===== src/design/ucer_pkg.sv =====
// Package with types, codes and the descriptor table of the endpoint-0 responder.
`timescale 1ns / 1ps
package ucer_pkg;

  localparam int EP0_PACKET_SIZE = 64;
  localparam int ROM_BYTES = 318;

  // Event codes.
  localparam logic [2:0] CMD_SETUP   = 3'd0;
  localparam logic [2:0] CMD_IN_DONE = 3'd1;
  localparam logic [2:0] CMD_OUT     = 3'd2;
  localparam logic [2:0] CMD_BUS_RST = 3'd3;
  localparam logic [2:0] CMD_SUSPEND = 3'd4;

  // Handshake codes.
  localparam logic [1:0] HS_NAK   = 2'd0;
  localparam logic [1:0] HS_ACK   = 2'd1;
  localparam logic [1:0] HS_STALL = 2'd2;

  // Request codes.
  localparam logic [7:0] REQ_GET_STATUS    = 8'h00;
  localparam logic [7:0] REQ_CLEAR_FEATURE = 8'h01;
  localparam logic [7:0] REQ_SET_ADDRESS   = 8'h05;
  localparam logic [7:0] REQ_GET_DESC      = 8'h06;
  localparam logic [7:0] REQ_GET_CONFIG    = 8'h08;
  localparam logic [7:0] REQ_SET_CONFIG    = 8'h09;
  localparam logic [7:0] REQ_GET_IFACE     = 8'h0A;

  // Descriptor types.
  localparam logic [7:0] DT_DEVICE = 8'h01;
  localparam logic [7:0] DT_CONFIG = 8'h02;
  localparam logic [7:0] DT_STRING = 8'h03;
  localparam logic [7:0] DT_REPORT = 8'h22;

  // Endpoint addresses for clear feature.
  localparam logic [7:0] EP1_IN  = 8'h81;
  localparam logic [7:0] EP1_OUT = 8'h01;
  localparam logic [7:0] EP2_IN  = 8'h82;
  localparam logic [7:0] EP2_OUT = 8'h02;

  // Descriptor offsets and lengths.
  localparam logic [8:0] OFF_DEV  = 9'd0;
  localparam logic [8:0] OFF_CFG  = 9'd18;
  localparam logic [8:0] OFF_REP  = 9'd75;
  localparam logic [8:0] OFF_LANG = 9'd284;
  localparam logic [8:0] OFF_MANU = 9'd288;
  localparam logic [8:0] OFF_PROD = 9'd302;
  localparam logic [15:0] LEN_DEV  = 16'd18;
  localparam logic [15:0] LEN_CFG  = 16'd57;
  localparam logic [15:0] LEN_REP  = 16'd209;
  localparam logic [15:0] LEN_LANG = 16'd4;
  localparam logic [15:0] LEN_MANU = 16'd14;
  localparam logic [15:0] LEN_PROD = 16'd16;

  typedef enum logic [1:0] {
    ST_IDLE,
    ST_LOAD,
    ST_SHOW
  } ucer_state_t;

  // Where packet bytes come from.
  typedef enum logic [1:0] {
    SRC_ZERO,
    SRC_ROM,
    SRC_CFG
  } ucer_src_t;

  // Commands from controller to datapath.
  typedef struct packed {
    logic exec;
    logic load;
  } ucer_cmd_t;

  // Status from datapath to controller.
  typedef struct packed {
    logic last;
  } ucer_status_t;

  typedef logic [3:0][7:0] ucer_ids_t;

  localparam logic [7:0] DESC_ROM [ROM_BYTES] = '{
    8'h12,8'h01,8'h10,8'h01,8'h00,8'h00,8'h00,8'h00,8'h4A,8'h43,8'h40,8'h55,8'h01,8'h01,
    8'h01,8'h02,8'h00,8'h01,
    8'h09,8'h02,8'h39,8'h00,8'h02,8'h01,8'h00,8'hA0,8'h32,
    8'h09,8'h04,8'h00,8'h00,8'h01,8'h03,8'h00,8'h00,8'h00,
    8'h09,8'h21,8'h11,8'h01,8'h00,8'h01,8'h22,8'hD1,8'h00,
    8'h07,8'h05,8'h81,8'h03,8'h40,8'h00,8'h0A,
    8'h09,8'h04,8'h01,8'h00,8'h02,8'h00,8'h00,8'h00,8'h00,
    8'h07,8'h05,8'h82,8'h02,8'h40,8'h00,8'h00,
    8'h07,8'h05,8'h02,8'h02,8'h40,8'h00,8'h00,
    8'h05,8'h01,8'h09,8'h06,8'hA1,8'h01,8'h85,8'h00,
    8'h05,8'h07,8'h19,8'hE0,8'h29,8'hE7,8'h15,8'h00,8'h25,8'h01,8'h75,8'h01,
    8'h95,8'h08,8'h81,8'h02,8'h95,8'h01,8'h75,8'h08,8'h81,8'h01,8'h95,8'h03,
    8'h75,8'h01,8'h05,8'h08,8'h19,8'h01,8'h29,8'h03,8'h91,8'h02,8'h95,8'h05,
    8'h75,8'h01,8'h91,8'h01,8'h95,8'h06,8'h75,8'h08,8'h26,8'hFF,8'h00,8'h05,
    8'h07,8'h19,8'h00,8'h29,8'h91,8'h81,8'h00,8'hC0,
    8'h05,8'h01,8'h09,8'h02,8'hA1,8'h01,8'h85,8'h00,
    8'h09,8'h01,8'hA1,8'h00,8'h05,8'h09,8'h19,8'h01,8'h29,8'h03,8'h15,8'h00,
    8'h25,8'h01,8'h75,8'h01,8'h95,8'h03,8'h81,8'h02,8'h75,8'h05,8'h95,8'h01,
    8'h81,8'h01,8'h05,8'h01,8'h09,8'h30,8'h09,8'h31,8'h09,8'h38,8'h15,8'h81,
    8'h25,8'h7F,8'h75,8'h08,8'h95,8'h03,8'h81,8'h06,8'hC0,8'hC0,
    8'h05,8'h0C,8'h09,8'h01,8'hA1,8'h01,8'h85,8'h00,
    8'h09,8'hB0,8'h09,8'hB5,8'h09,8'hB6,8'h09,8'hE9,8'h09,8'hEA,8'h09,8'hE2,
    8'h09,8'hB1,8'h09,8'hB7,8'h15,8'h00,8'h25,8'h01,8'h95,8'h08,8'h75,8'h01,
    8'h81,8'h02,8'hC0,
    8'h05,8'h01,8'h09,8'h0E,8'hA1,8'h01,8'h85,8'h00,
    8'h05,8'h0D,8'h09,8'h21,8'hA1,8'h00,8'h05,8'h09,8'h09,8'h01,8'h95,8'h01,
    8'h75,8'h01,8'h15,8'h00,8'h25,8'h01,8'h81,8'h02,8'h05,8'h01,8'h09,8'h37,
    8'h95,8'h01,8'h75,8'h0F,8'h55,8'h0F,8'h65,8'h14,8'h36,8'hF0,8'hF1,8'h46,
    8'h10,8'h0E,8'h16,8'hF0,8'hF1,8'h26,8'h10,8'h0E,8'h81,8'h06,8'hC0,8'hC0,
    8'h04,8'h03,8'h09,8'h04,
    8'h0E,8'h03,8'h6C,8'h00,8'h61,8'h00,8'h62,8'h00,8'h34,8'h00,8'h31,8'h00,8'h38,8'h00,
    8'h10,8'h03,8'h54,8'h00,8'h50,8'h00,8'h37,8'h00,8'h38,8'h00,8'h52,8'h00,8'h63,8'h00,
    8'h76,8'h00
  };

  // One descriptor byte, with the packet size and report ids patched in.
  function automatic logic [7:0] rom_byte(input logic [8:0] a, input ucer_ids_t ids);
    logic [7:0] b;
    if (a == OFF_DEV + 9'd7) b = 8'(EP0_PACKET_SIZE);
    else if (a == OFF_REP + 9'd7) b = ids[0];
    else if (a == OFF_REP + 9'd71) b = ids[1];
    else if (a == OFF_REP + 9'd125) b = ids[2];
    else if (a == OFF_REP + 9'd160) b = ids[3];
    else if (a >= 9'(ROM_BYTES)) b = 8'd0;
    else b = DESC_ROM[a];
    return b;
  endfunction

  // Bytes of the next packet for a given remaining length.
  function automatic logic [6:0] pkt_size(input logic [15:0] rem);
    return (rem < 16'(EP0_PACKET_SIZE)) ? rem[6:0] : 7'(EP0_PACKET_SIZE);
  endfunction

endpackage


===== src/design/usb_control_endpoint_responder.sv =====
// A request is taken when idle; the load state registers its first result, shown in the show state.
// Each result of a packet then follows one per cycle while the output is not stalled.
// One request yields max(1, packet bytes) results, up to 64.
// A new request is taken only after the last result of the previous one is delivered.
// Synchronous reset restores report ids 1 to 4, address 0, nak and ack handshakes.
`timescale 1ns / 1ps
module usb_control_endpoint_responder import ucer_pkg::*; (
  input  logic        clk,
  input  logic        rst,
  input  logic        cfg_write,
  input  logic [1:0]  cfg_index,
  input  logic [7:0]  cfg_data,
  input  logic        in_valid,
  output logic        in_stall,
  input  logic [2:0]  command,
  input  logic [7:0]  request_type,
  input  logic [7:0]  request_code,
  input  logic [15:0] request_value,
  input  logic [15:0] request_index,
  input  logic [15:0] request_length,
  input  logic [7:0]  out_report_byte,
  input  logic        suspended,
  output logic        out_valid,
  input  logic        out_stall,
  output logic [1:0]  tx_handshake,
  output logic [1:0]  rx_handshake,
  output logic [6:0]  tx_length,
  output logic        tx_toggle,
  output logic [7:0]  data_byte,
  output logic        last,
  output logic [6:0]  device_address,
  output logic        led_num,
  output logic        led_caps,
  output logic        led_update,
  output logic        bus_resumed,
  output logic [2:0]  endpoint_reset
);

  ucer_cmd_t    cmd;
  ucer_status_t status;

  // Sequencer.
  ucer_ctrl u_ctrl (
    .clk       (clk),
    .rst       (rst),
    .in_valid  (in_valid),
    .in_stall  (in_stall),
    .out_valid (out_valid),
    .out_stall (out_stall),
    .cmd       (cmd),
    .status    (status)
  );

  // Decode, state and output register.
  ucer_datapath u_dp (
    .clk             (clk),
    .rst             (rst),
    .cmd             (cmd),
    .status          (status),
    .cfg_write       (cfg_write),
    .cfg_index       (cfg_index),
    .cfg_data        (cfg_data),
    .command         (command),
    .request_type    (request_type),
    .request_code    (request_code),
    .request_value   (request_value),
    .request_index   (request_index),
    .request_length  (request_length),
    .out_report_byte (out_report_byte),
    .suspended       (suspended),
    .tx_handshake    (tx_handshake),
    .rx_handshake    (rx_handshake),
    .tx_length       (tx_length),
    .tx_toggle       (tx_toggle),
    .data_byte       (data_byte),
    .last            (last),
    .device_address  (device_address),
    .led_num         (led_num),
    .led_caps        (led_caps),
    .led_update      (led_update),
    .bus_resumed     (bus_resumed),
    .endpoint_reset  (endpoint_reset)
  );

endmodule


===== src/design/ucer_ctrl.sv =====
// Controller state machine: takes requests and sequences the packet bytes out.
`timescale 1ns / 1ps
module ucer_ctrl import ucer_pkg::*; (
  input  logic         clk,
  input  logic         rst,
  input  logic         in_valid,
  output logic         in_stall,
  output logic         out_valid,
  input  logic         out_stall,
  output ucer_cmd_t    cmd,
  input  ucer_status_t status
);

  ucer_state_t state, state_next;

  // State register.
  always_ff @(posedge clk) begin
    if (rst) begin
      state <= ST_IDLE;
    end else begin
      state <= state_next;
    end
  end

  // Next state and commands.
  always_comb begin
    state_next = state;
    cmd = '0;
    in_stall = 1'b1;
    out_valid = 1'b0;
    unique case (state)
      ST_IDLE: begin
        in_stall = 1'b0;
        if (in_valid) begin
          cmd.exec = 1'b1;
          state_next = ST_LOAD;
        end
      end
      ST_LOAD: begin
        cmd.load = 1'b1;
        state_next = ST_SHOW;
      end
      ST_SHOW: begin
        out_valid = 1'b1;
        if (!out_stall) begin
          if (status.last) begin
            state_next = ST_IDLE;
          end else begin
            cmd.load = 1'b1;
          end
        end
      end
      default: state_next = ST_IDLE;
    endcase
  end

endmodule


===== src/design/ucer_datapath.sv =====
// Datapath: request decode, device state, report ids and the output register.
`timescale 1ns / 1ps
module ucer_datapath import ucer_pkg::*; (
  input  logic         clk,
  input  logic         rst,
  input  ucer_cmd_t    cmd,
  output ucer_status_t status,
  input  logic         cfg_write,
  input  logic [1:0]   cfg_index,
  input  logic [7:0]   cfg_data,
  input  logic [2:0]   command,
  input  logic [7:0]   request_type,
  input  logic [7:0]   request_code,
  input  logic [15:0]  request_value,
  input  logic [15:0]  request_index,
  input  logic [15:0]  request_length,
  input  logic [7:0]   out_report_byte,
  input  logic         suspended,
  output logic [1:0]   tx_handshake,
  output logic [1:0]   rx_handshake,
  output logic [6:0]   tx_length,
  output logic         tx_toggle,
  output logic [7:0]   data_byte,
  output logic         last,
  output logic [6:0]   device_address,
  output logic         led_num,
  output logic         led_caps,
  output logic         led_update,
  output logic         bus_resumed,
  output logic [2:0]   endpoint_reset
);

  // Device state.
  ucer_ids_t   ids;
  logic [7:0]  active_request;
  logic [15:0] remaining_length;
  logic [8:0]  descriptor_offset;
  logic [6:0]  pending_address;
  logic [7:0]  configuration_value;
  logic [6:0]  address_register;
  logic        toggle_bit;
  logic [1:0]  led_bits;
  logic        ready_flag;
  logic [1:0]  tx_hs, rx_hs;

  // Per-request packet context.
  logic [6:0]  pkt_len;
  logic [8:0]  pkt_base;
  ucer_src_t   pkt_src;
  logic [6:0]  byte_idx;
  logic        led_upd;
  logic [2:0]  ep_rst;

  // Next values from the decode.
  logic [7:0]  active_request_next;
  logic [15:0] remaining_length_next;
  logic [8:0]  descriptor_offset_next;
  logic [6:0]  pending_address_next;
  logic [7:0]  configuration_value_next;
  logic [6:0]  address_register_next;
  logic        toggle_bit_next;
  logic [1:0]  led_bits_next;
  logic        ready_flag_next;
  logic [1:0]  tx_hs_next, rx_hs_next;
  logic [6:0]  pkt_len_next;
  logic [8:0]  pkt_base_next;
  ucer_src_t   pkt_src_next;
  logic        led_upd_next;
  logic [2:0]  ep_rst_next;

  // Request decode.
  always_comb begin
    logic        err;
    logic [8:0]  start;
    logic [15:0] dlen;
    logic [15:0] clip;
    logic [6:0]  first;
    logic [6:0]  n;
    err = 1'b0;
    start = OFF_DEV;
    dlen = '0;
    clip = '0;
    first = '0;
    n = '0;
    active_request_next = active_request;
    remaining_length_next = remaining_length;
    descriptor_offset_next = descriptor_offset;
    pending_address_next = pending_address;
    configuration_value_next = configuration_value;
    address_register_next = address_register;
    toggle_bit_next = toggle_bit;
    led_bits_next = led_bits;
    ready_flag_next = ready_flag;
    tx_hs_next = tx_hs;
    rx_hs_next = rx_hs;
    pkt_len_next = '0;
    pkt_base_next = pkt_base;
    pkt_src_next = SRC_ZERO;
    led_upd_next = 1'b0;
    ep_rst_next = '0;

    unique case (command)
      CMD_SETUP: begin
        active_request_next = request_code;
        remaining_length_next = request_length;
        toggle_bit_next = 1'b1;
        if (request_type[6:5] != 2'd0) begin
          if (request_code != REQ_SET_CONFIG && request_code != REQ_GET_IFACE) err = 1'b1;
        end else begin
          unique case (request_code)
            REQ_GET_DESC: begin
              unique case (request_value[15:8])
                DT_DEVICE: begin start = OFF_DEV; dlen = LEN_DEV; end
                DT_CONFIG: begin start = OFF_CFG; dlen = LEN_CFG; end
                DT_REPORT: begin
                  if (request_index[7:0] == 8'd0) begin
                    start = OFF_REP;
                    dlen = LEN_REP;
                  end else begin
                    err = 1'b1;
                  end
                end
                DT_STRING: begin
                  unique case (request_value[7:0])
                    8'd0: begin start = OFF_LANG; dlen = LEN_LANG; end
                    8'd1: begin start = OFF_MANU; dlen = LEN_MANU; end
                    8'd2: begin start = OFF_PROD; dlen = LEN_PROD; end
                    default: err = 1'b1;
                  endcase
                end
                default: err = 1'b1;
              endcase
              if (!err) begin
                clip = (request_length > dlen) ? dlen : request_length;
                remaining_length_next = clip;
                first = pkt_size(clip);
                descriptor_offset_next = start + 9'(first);
                pkt_base_next = start;
                pkt_src_next = SRC_ROM;
              end
            end
            REQ_SET_ADDRESS: pending_address_next = request_value[6:0];
            REQ_GET_CONFIG: begin
              pkt_src_next = SRC_CFG;
              if (request_length > 16'd1) remaining_length_next = 16'd1;
            end
            REQ_SET_CONFIG: configuration_value_next = request_value[7:0];
            REQ_CLEAR_FEATURE: begin
              if (request_type[4:0] == 5'd2) begin
                unique case (request_index[7:0])
                  EP1_IN:  ep_rst_next = 3'd1;
                  EP1_OUT: ep_rst_next = 3'd2;
                  EP2_IN:  ep_rst_next = 3'd3;
                  EP2_OUT: ep_rst_next = 3'd4;
                  default: err = 1'b1;
                endcase
              end else begin
                err = 1'b1;
              end
            end
            REQ_GET_IFACE: begin
              if (request_length > 16'd1) remaining_length_next = 16'd1;
            end
            REQ_GET_STATUS: begin
              if (request_length > 16'd2) remaining_length_next = 16'd2;
            end
            default: err = 1'b1;
          endcase
        end
        if (err) begin
          tx_hs_next = HS_STALL;
          rx_hs_next = HS_STALL;
          remaining_length_next = '0;
          ep_rst_next = '0;
          pkt_src_next = SRC_ZERO;
        end else begin
          if (request_type[7]) begin
            n = pkt_size(remaining_length_next);
            remaining_length_next = remaining_length_next - 16'(n);
          end
          pkt_len_next = n;
          tx_hs_next = HS_ACK;
          rx_hs_next = HS_ACK;
        end
      end
      CMD_IN_DONE: begin
        if (active_request == REQ_GET_DESC) begin
          n = pkt_size(remaining_length);
          pkt_len_next = n;
          pkt_base_next = descriptor_offset;
          pkt_src_next = SRC_ROM;
          remaining_length_next = remaining_length - 16'(n);
          descriptor_offset_next = descriptor_offset + 9'(n);
          toggle_bit_next = ~toggle_bit;
        end else begin
          if (active_request == REQ_SET_ADDRESS) address_register_next = pending_address;
          tx_hs_next = HS_NAK;
          rx_hs_next = HS_ACK;
          toggle_bit_next = 1'b0;
        end
      end
      CMD_OUT: begin
        if (active_request == REQ_SET_CONFIG) begin
          led_bits_next = out_report_byte[1:0];
          led_upd_next = 1'b1;
        end
      end
      CMD_BUS_RST: begin
        address_register_next = '0;
        tx_hs_next = HS_NAK;
        rx_hs_next = HS_ACK;
        toggle_bit_next = 1'b0;
      end
      CMD_SUSPEND: ready_flag_next = ~suspended;
      default: ;
    endcase
  end

  // Control state and report ids.
  always_ff @(posedge clk) begin
    if (rst) begin
      ids <= {8'd4, 8'd3, 8'd2, 8'd1};
      active_request <= '0;
      remaining_length <= '0;
      descriptor_offset <= '0;
      pending_address <= '0;
      configuration_value <= '0;
      address_register <= '0;
      toggle_bit <= 1'b0;
      led_bits <= '0;
      ready_flag <= 1'b0;
      tx_hs <= HS_NAK;
      rx_hs <= HS_ACK;
    end else begin
      if (cfg_write) ids[cfg_index] <= cfg_data;
      if (cmd.exec) begin
        active_request <= active_request_next;
        remaining_length <= remaining_length_next;
        descriptor_offset <= descriptor_offset_next;
        pending_address <= pending_address_next;
        configuration_value <= configuration_value_next;
        address_register <= address_register_next;
        toggle_bit <= toggle_bit_next;
        led_bits <= led_bits_next;
        ready_flag <= ready_flag_next;
        tx_hs <= tx_hs_next;
        rx_hs <= rx_hs_next;
      end
    end
  end

  // Packet context, latched with the request.
  always_ff @(posedge clk) begin
    if (cmd.exec) begin
      pkt_len <= pkt_len_next;
      pkt_base <= pkt_base_next;
      pkt_src <= pkt_src_next;
      led_upd <= led_upd_next;
      ep_rst <= ep_rst_next;
      byte_idx <= '0;
    end else if (cmd.load) begin
      byte_idx <= byte_idx + 7'd1;
    end
  end

  // Byte source and last-byte flag for the current index.
  logic [7:0] cur_byte;
  logic [6:0] count;
  always_comb begin
    count = (pkt_len == 7'd0) ? 7'd1 : pkt_len;
    cur_byte = 8'd0;
    if (pkt_len != 7'd0) begin
      unique case (pkt_src)
        SRC_ROM:  cur_byte = rom_byte(pkt_base + 9'(byte_idx), ids);
        SRC_CFG:  cur_byte = (byte_idx == 7'd0) ? configuration_value : 8'd0;
        default:  cur_byte = 8'd0;
      endcase
    end
  end

  // Output register.
  always_ff @(posedge clk) begin
    if (cmd.load) begin
      data_byte <= cur_byte;
      last <= (byte_idx + 7'd1 == count);
    end
  end

  assign status.last = last;
  assign tx_handshake = tx_hs;
  assign rx_handshake = rx_hs;
  assign tx_length = pkt_len;
  assign tx_toggle = toggle_bit;
  assign device_address = address_register;
  assign led_num = led_bits[0];
  assign led_caps = led_bits[1];
  assign led_update = led_upd;
  assign bus_resumed = ready_flag;
  assign endpoint_reset = ep_rst;

endmodule


===== config.mk =====
export PLATFORM = sky130hd
export DESIGN_NAME = usb_control_endpoint_responder
export DESIGN_NICKNAME = d
export VERILOG_FILES = /design/src/design/ucer_pkg.sv /design/src/design/usb_control_endpoint_responder.sv /design/src/design/ucer_ctrl.sv /design/src/design/ucer_datapath.sv
export SDC_FILE = /design/constraint.sdc
export NUM_CORES = 1
export LEC_CHECK = 0
export ABC_AREA = 1
export BUFFER_PORTS_ARGS = -buffer_cell sky130_fd_sc_hd__buf_2
export CAP_MARGIN = 30
export CORE_ASPECT_RATIO = 1.75
export CORE_MARGIN = 4
export CORE_UTILIZATION = 42
export DETAILED_ROUTE_END_ITERATION = 12
export PLACE_DENSITY = 0.6
export SKIP_LAST_GASP = 1
export SLEW_MARGIN = 40
export SYNTH_ARGS = -nofsm -noshare
export SYNTH_HDL_FRONTEND = slang
export SYNTH_SLANG_ARGS = --single-unit

===== constraint.sdc =====
create_clock -name clk -period 4.9 [get_ports clk]
set_input_delay 0.245 -clock clk [delete_from_list [all_inputs] [get_ports clk]]
set_output_delay 0.245 -clock clk [all_outputs]
set_load 0.005 [all_outputs]

==> Word-level counts from Yosys, hierarchy flattened <==
Memory sizes are Yosys's and may differ from the RTL's.
Index checks and enable logic that the tools add are counted.
{ "word_totals": {"ff_bits": 135, "rom_bits": 4096, "inputBits": 91, "out_inout_bits": 37, "wordCells": 219, "memories": 1} }
{ "classes": {"addsub": 6, "order_cmp": 10, "eq_ne": 45, "muxes": 95, "bitwise_logic": 7, "reduce_logical": 31} }
{ "mem_list": {"columns": ["memory", "depth", "word_bits", "rd", "rd_ports_with_merged_regs", "wr", "line_no", "source"], "rows": [
  ["(no name shown)", 512, 8, 1, 0, 0, "ucer_pkg.sv:126", "else b = DESC_ROM[a];"]
]} }
{ "ops": {"columns": ["cell", "n"], "rows": [
  ["$mux 16", 12],
  ["$mux 9", 11],
  ["$mux 8", 11],
  ["$mux 7", 10],
  ["$pmux 16 s4", 1],
  ["$pmux 9 s3", 2],
  ["$lt 16x7->1 const B", 3],
  ["$pmux 16 s3", 1],
  ["$pmux 9 s2", 2],
  ["$bwmux 32", 1],
  ["$eq 8x1->1 const B", 4],
  ["$eq 8x2->1 const B", 4],
  ["$eq 8x3->1 const B", 4],
  ["$eq 8x4->1 const B", 4],
  ["$pmux 16 s2", 1],
  ["$sub 16x7->16", 2],
  ["$pmux 7 s2", 2],
  ["$add 9x7->9", 3],
  ["$eq 9x8->1 const B", 3],
  ["$logic_not 8->1", 3],
  ["$mux 1", 20],
  ["$pmux 2 s3", 3],
  ["$demux 8 s2", 1],
  ["$eq 8x8->1 const B", 2],
  ["45 further kinds", 84]
]} }

==> Depth between registers and ports, before layout <==
{ "logic_depth": {"word_depth": 18, "mapped_depth": 34} }

==> Hierarchy <==
From an unflattened synthesis, not the netlist that was laid out.
{ "hier_totals": {"cells_unflattened": 1841, "hier_area_um2": 11250.8} }
{ "by_module_without_submodules": {"columns": ["mod", "n_inst", "cells_per_inst", "area_each_um2"], "rows": [
  ["ucer_datapath", 1, 1811, 11054.4],
  ["ucer_ctrl", 1, 30, 196.4]
]} }

==> Worst setup path before layout <==
OpenSTA, ideal clock, no wires.
{ "synth_path": {"path_kind": "input-to-reg", "start": "in request_index[6]", "end": "reg u_dp.descriptor_offset[6]", "arrival_time_ns": 3.541, "setup_slack_ns": 1.239, "stages": 29, "path_cell_list": "nor2_1 -> nand2_1 -> nor2_2 -> nand3_1 -> nand3_1 -> nor2_1 -> ha_1 -> nand2_1 -> nor2_1 -> nand4_1 -> nand2b_1 -> nand3_1 -> nand2_1 -> nand2_1 -> nor2_1 -> ha_1 -> fa_1 -> inv_1 -> o31ai_1 -> inv_1 -> nor2_1 -> nor2_1 -> inv_1 -> a21oi_1 -> nand2_1 -> nand2_1 -> o22ai_1 -> o21ai_0 -> a21oi_1"} }
{ "synth_between": {"elab_chain_cells": 15} }
{ "synth_lines": {"columns": ["element", "line_no", "source"], "rows": [
  ["from (decl)", "usb_control_endpoint_responder.sv:19", "input logic [15:0] request_index,"],
  ["$logic_not 8->1 *", "ucer_datapath.sv:116", "if (request_index[7:0] == 8'd0) begin"],
  ["$mux 8", "ucer_datapath.sv:116", null],
  ["$pmux 16 s4", "ucer_datapath.sv:112", "unique case (request_value[15:8])"],
  ["$mux 16", "ucer_datapath.sv:110", "unique case (request_code)"],
  ["$mux 16", "ucer_datapath.sv:107", "if (request_type[6:5] != 2'd0) begin"],
  ["$mux 16", "ucer_datapath.sv:102", "unique case (command)"],
  ["$gt 16x16->1", "ucer_datapath.sv:134", "clip = (request_length > dlen) ? dlen : request_length;"],
  ["$mux 16", "ucer_datapath.sv:134", null],
  ["$lt 16x7->1", "ucer_pkg.sv:132", "return (rem < 16'(EP0_PACKET_SIZE)) ? rem[6:0] : 7'(EP0_PACKET_SIZE);"],
  ["$mux 7", "ucer_pkg.sv:132", null],
  ["$add 9x7->9", "ucer_datapath.sv:137", "descriptor_offset_next = start + 9'(first);"],
  ["$mux 9", "ucer_datapath.sv:133", "if (!err) begin"],
  ["$mux 9", "ucer_datapath.sv:110", null],
  ["$mux 9", "ucer_datapath.sv:107", null],
  ["$pmux 9 s2", "ucer_datapath.sv:102", null],
  ["to (signal assigned)", "ucer_datapath.sv:239", "descriptor_offset <= descriptor_offset_next;"],
  ["to (decl)", "ucer_datapath.sv:37", "logic [8:0] descriptor_offset;"]
]} }
Every way passes the cells marked *; elsewhere a longest branch is shown, timed or not. The select of a mux whose other input is x is not followed.
A chain may end at the register's enable or synchronous reset.

==> Worst setup path after layout <==
{ "layout_path": {"start": "in request_value[6]", "end": "reg u_dp.descriptor_offset[6]"} }
{ "layout_between": {"elab_chain_cells": 15} }
{ "layout_lines": {"columns": ["element", "line_no", "source"], "rows": [
  ["from (decl)", "usb_control_endpoint_responder.sv:18", "input logic [15:0] request_value,"],
  ["$eq 8x2->1, or another cell as far along", "ucer_datapath.sv:124", "unique case (request_value[7:0])"],
  ["$pmux 5 s3", "ucer_datapath.sv:124", null],
  ["$pmux 16 s4", "ucer_datapath.sv:112", null],
  ["$mux 16", "ucer_datapath.sv:110", null],
  ["$mux 16", "ucer_datapath.sv:107", null],
  ["$mux 16", "ucer_datapath.sv:102", null],
  ["$gt 16x16->1", "ucer_datapath.sv:134", null],
  ["$mux 16", "ucer_datapath.sv:134", null],
  ["$lt 16x7->1", "ucer_pkg.sv:132", null],
  ["$mux 7", "ucer_pkg.sv:132", null],
  ["$add 9x7->9", "ucer_datapath.sv:137", null],
  ["$mux 9", "ucer_datapath.sv:133", null],
  ["$mux 9", "ucer_datapath.sv:110", null],
  ["$mux 9", "ucer_datapath.sv:107", null],
  ["$pmux 9 s2", "ucer_datapath.sv:102", null]
]} }
Several ways; a longest one is shown, not always the timed one. The select of a mux whose other input is x is not followed.

==> impl_metrics.toml <==
[run_status]
outcome = "finished, final reports clean"

[clock_tree]
cts-htree-levels = 4
cts_root_buffer = "sky130_fd_sc_hd__clkbuf_16"
insertion_delay_ns = 0.44
clock_pin_transition_on_the_worst_setup_and_hold_timing_paths_ns = 0.07
clock_sink_count = 134
cts-hold-fix-buffers = 0
clk_path_buf_depth = 2
cts_tree = "yes"
cts_setup_buffers = 0
numCtsBuffers = 17
cts_resizes = 0

[critical_path]
crit_fanout = 8
cp-end-kind = "flip-flop"
most_frequent_cp_cell = "sky130_fd_sc_hd__nand2_1"
critical_path_class = "input port to flip-flop"
worstPathArrival_ns = 4.56
r2r_slack_ns = 0.83
required_ns = 5.27
crit_path_max_incr_delay_ns = 0.30
critical_path.startpoint_type = "input port"
cpMaxStageDelayCell = "sky130_fd_sc_hd__o31ai_1"

[cells_and_area]
nets = 2157
post_route_cells_drive_above_1_share_pct = 12.3
n_antenna_cell = 0
fillerInstances = 2998
areaGrowthSynthToFinish_pct = 12.9

[detailed_routing]
drtIter0Drc = 983
number_of_optimization_iterations_in_the_first_detailed_route_pass = 6
detail_route.drc_violations = 0
postRouteAntennaNets = 0
detail_route.vias_per_cell = 5.48
post_drt_wl_per_cell_um = 18.7
via_count = 13100
drt_wl_total_mm = 44.9

[global_route]
grt_max_degree = 37
via_count_of_the_first_global_routing_pass = 12800
global_route_wire_length_before_repair_mm = 68.5
grtUsageMet3_pct = 4.84
gr-usage-all-layers_pct = 29.3
grt_remaining_overflow = 0
grtUsageMet2_pct = 54.6
globalRouteMet1Util_pct = 27.2
global_route.peak_usage_layer = "met2"
antenna_found_initial = 0

[sta]
fin_skew_ns = 0.0143
tightestPinTransition_ns = 0.824
slew_violations = 0
maxSlewHeadroom_pct = 45.0
finalCriticalPeriod_ns = 4.19
fin_tns_setup_ns = 0
setup_violations = 0
grt_setup_unrepaired = "no"
fin_worst_hold_slack_ns = 0.0533
number_of_hold_violations_in_the_final_report = 0
min_period_over_period_pct = 85.4
finalWorstSetupSlack_ns = 0.715
fmax_mhz = 239

[synth]
largest_family_of_logic_cells_by_synthesized_area = "simple AND/OR/NAND/NOR gates"
post_synth_mux_area_share_pct = 0
yosys.area_share.adder_pct = 5.74
post_synth.cell_area_avg_um2 = 6.02
mappedNetlistNets = 2056
yosys_register_bits = 134
synth_compound_gate_area_share_pct = 18.8
synthesis.yosys.warnings = 0
sequential_area_share_after_synthesis_pct = 26.0
synth.cell_area_um2 = 11500
yosys.area_share.xor_xnor_pct = 0.912
yosysUniqueCellTypes = 52
synth_cells = 1914
yosys.area_share.simple_pct = 37.4

[place]
pre_cts_slack_ns = 0.279
globalplace.congestion = 1.04
port_buffers = 113
detailed_place_hpwl_mm = 35.7

[floorplan]
chipWidth_um = 133
count_of_pins_on_the_block_boundary = 128
core_area_um2 = 27100
fp.dieArea_um2 = 30200
floorplan.initialDensity_pct = 42.5
die_y_um = 227
std_cell_rows = 80

[power]
power.leakage_nw = 6.28
cellPowerDensity_nw_per_um2 = 441
finalPower_mw = 5.73
vdd_drop_max_v = 0.000271

[worst_hold_path]
hold_path.class = "input port to flip-flop"

[flow_run]
drv.max_cap_violation_count = 0
-- through the flow --
stage / utilization, % / cells / area, µm²
detailed placement: 45.9 / 2365 / 12400
global placement: 45.8 / 2365 / 12400
global route: 47.9 / 2397 / 13000
floorplan: - / 1914 / 11500
CTS: 47.9 / 2397 / 13000
finish: 47.9 / 2397 / 13000
-- cell usage in the layout, fill, tap and decap left out, types with 4 or more instances in the layout --
master / n
sky130_fd_sc_hd__nand2_1: 565
sky130_fd_sc_hd__inv_1: 222
sky130_fd_sc_hd__nor2_1: 203
sky130_fd_sc_hd__o21ai_0: 156
sky130_fd_sc_hd__nand3_1: 137
sky130_fd_sc_hd__a21oi_1: 137
sky130_fd_sc_hd__buf_2: 113
sky130_fd_sc_hd__dfxtp_1: 103
sky130_fd_sc_hd__ha_1: 48
sky130_fd_sc_hd__buf_4: 34
sky130_fd_sc_hd__nand4_1: 32
sky130_fd_sc_hd__edfxtp_1: 31
sky130_fd_sc_hd__o21ai_1: 26
sky130_fd_sc_hd__nor2_2: 19
sky130_fd_sc_hd__a211oi_1: 18
sky130_fd_sc_hd__inv_2: 17
sky130_fd_sc_hd__clkbuf_16: 17
sky130_fd_sc_hd__nor3_1: 14
sky130_fd_sc_hd__o211ai_1: 13
sky130_fd_sc_hd__a31oi_1: 11
sky130_fd_sc_hd__nand2_2: 10
sky130_fd_sc_hd__xor2_1: 7
sky130_fd_sc_hd__o21bai_1: 6
sky130_fd_sc_hd__nor4_1: 5
sky130_fd_sc_hd__o22ai_1: 5
sky130_fd_sc_hd__xnor2_1: 5
sky130_fd_sc_hd__nand3_2: 5
sky130_fd_sc_hd__or2_2: 5
sky130_fd_sc_hd__inv_6: 5
sky130_fd_sc_hd__nor2_4: 4
sky130_fd_sc_hd__clkinv_1: 4
sky130_fd_sc_hd__o31ai_1: 4
-- critical path: cells and delay by family --
family	cells	cell delay, ns
AND/OR/NAND/NOR	20	2.57
buffers and inverters	5	0.37
adder cells (fa/ha/maj)	3	0.67
AO/OA/AOI/OAI	5	0.69
-- power by group --
group          internal, mW  total (mW)  switching [mW]
combinational         0.889        3.17            2.28
sequential             1.25        1.33          0.0721
clock                 0.668        1.24           0.569
-- state kept, by name, indices dropped and copies added (netlist names), 8 cells and up --
| register | cells |
|---|---|
| u_dp.descriptor_offset | 9 |
| u_dp.configuration_value | 8 |
| u_dp.active_request | 8 |
| u_dp.pkt_base | 9 |
| u_dp.data_byte | 8 |
| u_dp.ids | 32 |
| u_dp.remaining_length | 16 |
-- cell families (layout without fill, tap and decap cells) --
logic type      after synthesis  count (layout)
flops                       134             134
simple gates               1012            1012
fa+ha+maj                    51              51
xor+xnor                     12              12
buf+inv                     309             423
compound gates              395             395
other cells                   1               1
-- cell usage after synthesis, drive strengths merged --
master,instances,area share [%]
fa,3,0.52
o21a,2,0.13
clkinv,4,0.13
nand2,578,19
edfxtp,31,8.1
or2,6,0.33
dfxtp,103,18
nand4,33,1.9
o221ai,3,0.23
and2,1,0.054
o211ai,13,0.85
nor3,17,0.87
a211oi,18,1.2
o21bai,6,0.39
nand3,142,6.4
inv,240,7.8
nor2,226,8.0
conb,1,0.033
o31ai,4,0.26
ha,48,5.2
o21ai,184,8.0
a32o,3,0.26
nand3b,3,0.20
nor4,5,0.27
xnor2,5,0.38
nand2b,1,0.054
o22ai,5,0.27
a2111oi,1,0.076
a221oi,2,0.15
clkbuf,23,0.75
o32ai,1,0.076
buf,42,2.4
a21o,2,0.13
a31oi,11,0.60
a21oi,138,6.0
o2111ai,2,0.15
xor2,7,0.53
-- per-layer routing --
metal / vias up / routed length [µm]
met5: - / 0
met1: 6007 / 15000
li1: 6483 / -
met4: 0 / 4580
met2: 451 / 23300
met3: 192 / 2010
-- cell type report --
type	count	area, µm²	area share [%]
Clock inverter	15	134	1.03
Multi-Input combinational cell	1471	7250	55.8
Timing Repair Buffer	147	821	6.31
Tap cell	369	462	3.55
Inverter	244	918	7.06
Clock buffer	17	425	3.27
Sequential cell	134	2990	23.0
-- path summary, 6_finish.rpt --
check / start / to / cells after the start
max: request_value[6] / u_dp.descriptor_offset[6] / 33
max reg2reg: u_dp.byte_idx[0] / u_dp.data_byte[5] / 21
min: suspended / u_dp.bus_resumed / 3
min reg2reg: u_dp.led_bits[0] / u_dp.led_bits[0] / 2
Note: power is estimated with default switching activity, not from simulation.
